$ cat config.mk
export PLATFORM = sky130hd
export DESIGN_NAME = fgn_ram
export DESIGN_NICKNAME = d
export VERILOG_FILES = /design/src/sv/fgn_ram.sv
export SDC_FILE = /design/constraint.sdc
export NUM_CORES = 2
export LEC_CHECK = 0
export BUFFER_PORTS_ARGS = -buffer_cell sky130_fd_sc_hd__buf_2
export CAP_MARGIN = 30
export CORE_AREA = 2 2 432 434
export DETAILED_ROUTE_END_ITERATION = 7
export DIE_AREA = 0 0 434 436
export PLACE_DENSITY = 0.68
export SYNTH_ARGS = -nofsm -noshare
export SYNTH_HDL_FRONTEND = slang
export SYNTH_SLANG_ARGS = --single-unit
$ cat constraint.sdc
create_clock -name clk -period 8.2 [get_ports clk]
set_input_delay 1.64 -clock clk [delete_from_list [all_inputs] [get_ports clk]]
set_output_delay 1.64 -clock clk [all_outputs]
set_load 0.02 [all_outputs]
$ cat src/sv/fgn_ram.sv
// Generic RAM: one write port, two registered read ports with enable.
`default_nettype none

module fgn_ram #(
  parameter int WIDTH = 8,
  parameter int DEPTH = 256
) (
  input  wire logic                     clk,
  input  wire logic                     wr_en,
  input  wire logic [$clog2(DEPTH)-1:0] wr_addr,
  input  wire logic [WIDTH-1:0]         wr_data,
  input  wire logic                     rd_en,
  input  wire logic [$clog2(DEPTH)-1:0] rd_addr0,
  input  wire logic [$clog2(DEPTH)-1:0] rd_addr1,
  output logic      [WIDTH-1:0]         rd_data0,
  output logic      [WIDTH-1:0]         rd_data1
);

  logic [WIDTH-1:0] mem_r [DEPTH];
  logic [WIDTH-1:0] rd0_r;
  logic [WIDTH-1:0] rd1_r;

  always_ff @(posedge clk) begin
    if (wr_en) begin
      mem_r[wr_addr] <= wr_data;
    end
    if (rd_en) begin
      rd0_r <= mem_r[rd_addr0];
      rd1_r <= mem_r[rd_addr1];
    end
  end

  assign rd_data0 = rd0_r;
  assign rd_data1 = rd1_r;

endmodule

`default_nettype wire

## Word-level counts from Yosys, hierarchy flattened

Memories as Yosys holds them, arrays and structs flattened. A register that Yosys moved wholly into a read port is not among the register bits.
Cells that the tools add are included.

- Register bits: 0
- Logic and storage cells: 3
- RAM bits: 2048
- Memories: 1
- Output and inout port bits: 16

Memory list:

| memory | words | width | rd ports | clocked after Yosys merged registers in | wr ports | RTL line | RTL |
|---|---|---|---|---|---|---|---|
| mem_r | 256 | 8 | 2 | 2 | 1 | 19 | `logic [WIDTH-1:0] mem_r [DEPTH];` |

- Mux-type cells: 2

Operator list:

| operator | count |
|---|---|
| $mux 1 | 2 |

## Depth between registers and ports, before layout

- Depth after elaboration: 2
- Gate-level depth with buffers: 12

## Worst setup path before layout

OpenSTA, ideal clock, no wires.

- Path type: input to register
- Start: input rd_addr1[0]
- End: register rd1_r[0], in the netlist rd_data1[0] (read register of mem_r) (data pin)
- Setup slack: 4.382 ns
- Cell stages on the path: 9
- Arrival: 3.541 ns
- Cell sequence: buf_4 -> buf_6 -> buf_2 -> mux4_2 -> mux4_2 -> nand2_1 -> a21oi_1 -> a21oi_1 -> a221oi_2

RTL lines:

| element | RTL line | RTL |
|---|---|---|
| start, declared | 14 | `input wire logic [$clog2(DEPTH)-1:0] rd_addr1,` |
| end, declared | 21 | `logic [WIDTH-1:0] rd1_r;` |

==> results.yml <==
routing:
  vias_per_cell: 7.29
  drtAntennaViolNets: 0
  post-route-drc-count: 0
  drtIter0Drc: 8747
  firstDrtPassIters: 6
  wl_per_cell_um: 39.2
  routed_wl_um: 299000
  num_vias: 55600
global_routing:
  grt_pass1_vias: 54700
  antenna_found_initial: 20
  grt_max_degree: 161
  gr-usage-all-layers_pct: 31.8
  grt_pass1_wl_um: 420000
  overflow: 0
pwr:
  p_int_w: 0.0182
  p_sw_w: 0.00550
  comb_power_share_pct: 8.3
  sw_frac_of_total_pct: 23.2
  total_power_w: 0.0237
  clockPowerShare_pct: 42.4
  pwr-share-seq_pct: 49.3
  power_density_mw_per_mm2: 220
  power_leakage_nw: 33.6
  max-vdd-ir-drop_v: 0.000186
cts:
  cts_tree: "done"
  htreeDepth: 4
  clock_latency_ns: 0.87
  cts_sinks: 2064
  post_cts_buffers: 0
  cts-root-buf: "clkbuf_16"
  hold_buffers: 0
  clk_pin_slew_ns: 0.07
  ctsResizeCount: 0
  clk_path_buf_depth: 3
  cts-buffers-inserted: 210
timing:
  fmax_ghz: 0.196
  relSlewSlack_pct: 21.6
  finClkSkew_ns: 0.0437
  rsz0062_at_grt: "no"
  period_share_pct: 62.1
  final_hold_viol_count: 0
  worst_pin_slew_ns: 1.18
  fin_setup_tns_ns: 0
  hold_ws_ns: 1.11
  setup_viol: 0
  maxSlewViolCount: 0
  min_period_ns: 5.09
status:
  status: "completed"
worst_setup_path:
  start_kind: "primary input"
  arrival_ns: 5.66
  path_max_fanout: 54
  cp.required_ns: 8.77
  end_kind: "register"
  critical_path_class: "in -> reg"
  reg2reg_from: "mem_r[247][2]"
  crit_path_start: "rd_addr0[1]"
  reg2reg_depth: 6
floorplanning:
  pin_count: 51
  num_rows: 158
  die_w_um: 434
  dieArea_mm2: 0.189
  coreArea_mm2: 0.185
  die_height_um: 436
  start_util_pct: 52.6
yosys:
  synth_warnings: 0
  synthCells: 4847
  synth-edff-count: 2064
  yosysSeqAreaShare_pct: 63.8
  synth.distinct_cells: 64
  synth.net_count: 4882
  synth_xor_area_share_pct: 0
  avgSynthCellArea_um2: 20.0
  muxShareOfSynthArea_pct: 27.2
  synth_top_family_by_area: "multiplexers"
  yosys.area_share.simple_pct: 2.69
  synthesis.area_mm2: 0.0971
  synth_compound_area_share_pct: 3.53
  ys_ff_latch: 2064
  postSynth.asyncResetShare_pct: 0
  yosys.area_share.adder_pct: 0
  synth_flop_cell: "edfxtp_1"
final_layout:
  syn_to_final_growth_pct: 10.7
  layout.nets: 4986
  fin_area_mm2: 0.108
  drive_gt1_share_pct: 33.6
min_path:
  hold_class: "in -> reg"
  whs_path_depth: 1
  hold_path.startpoint: "wr_data[5]"
job:
  maxCapViolCount: 0
place:
  dpl-instance-area_mm2: 0.100
  dp_hpwl_um: 193000
  port_buffers: 50
  gp_congestion: 0.956
[power by group through the flow]
stage	registers, W	clock network (W)	logic [W]
floorplan	0.0119	0	0.00115
global placement	0.0119	0	0.00189
detailed placement	0.0119	0	0.00191
CTS	0.0117	0.0101	0.00192
global route	0.0117	0.0105	0.00201
finish	0.0117	0.0100	0.00196
[logic make-up (layout without fill, tap and decap cells)]
kind of cell,Yosys count,after routing
compound gates,466,466
buf+inv,401,688
flops,2064,2064
mux,1325,1325
other cells,0,14
simple gates,591,591
[flip-flops by register name, summed over array words and instances (netlist names)]
name      cells
rd_data0      8
rd_data1      8
mem_r      2048
[cells in the mapped netlist (5+ instances only)]
library cell     n  area [um^2]
edfxtp_1      2064        62000
mux4_2        1051        23700
nor2_1         298         1120
mux2i_1        236         2360
clkbuf_1       137          514
nand2_1        114          428
buf_2          104          521
a21oi_1         79          395
o221ai_1        65          569
a22oi_1         62          465
nand3_1         52          260
o22ai_1         48          300
buf_6           44          495
buf_4           42          315
mux2_2          38          428
buf_8           35          526
o21ai_0         34          170
a221oi_1        32          280
a211oi_1        28          210
nor2b_1         27          169
buf_1           25         93.8
a22o_1          22          193
nor3_1          21          105
nand4_1         13         81.3
o211ai_1        13         97.6
and2_1          12         75.1
nand2b_1        11         68.8
o31ai_1         11         82.6
a221o_1         10          100
a2bb2oi_1        9         78.8
buf_12           8          160
nor3b_1          7         52.6
nor4_1           7         43.8
a211o_1          6         52.6
nand3b_1         6         45.0
or2_2            6         37.5
a221oi_2         5         75.1
and3_1           5         31.3
and3b_1          5         43.8
o21bai_1         5         37.5
[through the flow]
stage	worst slack [ns]	std cells	util, %
final	3.11	7628	58.3
after global routing	3.07	7623	58.3
after CTS	3.24	7592	58.1
after detailed placement	2.32	7197	54.2
after global placement	2.08	7120	53.8
after floorplan	4.38	4847	-
[worst paths after layout]
kind	end	slack, ns
max	rd_data0[7]	3.11
min	mem_r[13][5]	1.11
max reg2reg	rd_data0[2]	5.03
min reg2reg	rd_data0[5]	1.12
[layer usage]
| layer | vias to the layer above | track usage, % | share of wire [%] | wire length [um] |
|---|---|---|---|---|
| li1 | 21300 | - | - | - |
| met1 | 29400 | 44.7 | 36 | 109000 |
| met2 | 4111 | 46.3 | 45 | 134000 |
| met3 | 785 | 8.01 | 12 | 36800 |
| met4 | 10 | 17.0 | 6.2 | 18400 |
| met5 | - | 0 | 0.024 | 73 |
[area by class of cell]
class                           count  area, um^2
Fill cell                       13300       77100
Inverter                            6        26.3
Antenna cell                       14        35.0
Tap cell                         2480        3100
Multi-Input combinational cell   2382       32600
Clock inverter                    154        1750
Clock buffer                      241        5390
Timing Repair Buffer              287        2730
Sequential cell                  2064       62000
[cells in the final DEF, fill, tap and decap left out, types with 10 or more instances in the layout]
master,netlist,final
a211oi_1,28,26
a21oi_1,79,79
a221o_1,10,10
a221oi_1,32,32
a22o_1,22,22
a22oi_1,62,62
and2_1,12,12
buf_12,8,21
buf_2,104,39
buf_4,42,161
buf_6,44,41
bufinv_16,0,34
clkbuf_1,137,30
clkbuf_16,0,211
clkbuf_8,0,10
clkinv_1,4,49
clkinv_2,0,48
diode_2,0,14
edfxtp_1,2064,2064
mux2_2,38,38
mux2i_1,236,236
mux4_2,1051,1051
nand2_1,114,114
nand2b_1,11,10
nand3_1,52,49
nand4_1,13,13
nor2_1,298,295
nor2b_1,27,26
nor3_1,21,21
o211ai_1,13,13
o21ai_0,34,34
o221ai_1,65,65
o22ai_1,48,48
o31ai_1,11,10
[worst max-delay path: stages]
cell and delay [ns]:
buf_8 0.45, buf_4 0.51, buf_4 0.58, mux4_2 0.40, mux4_2 0.59, mux2_2 0.32, a221oi_1 0.91, nor4_1 0.15
Note: power is estimated with default switching activity, not from simulation.
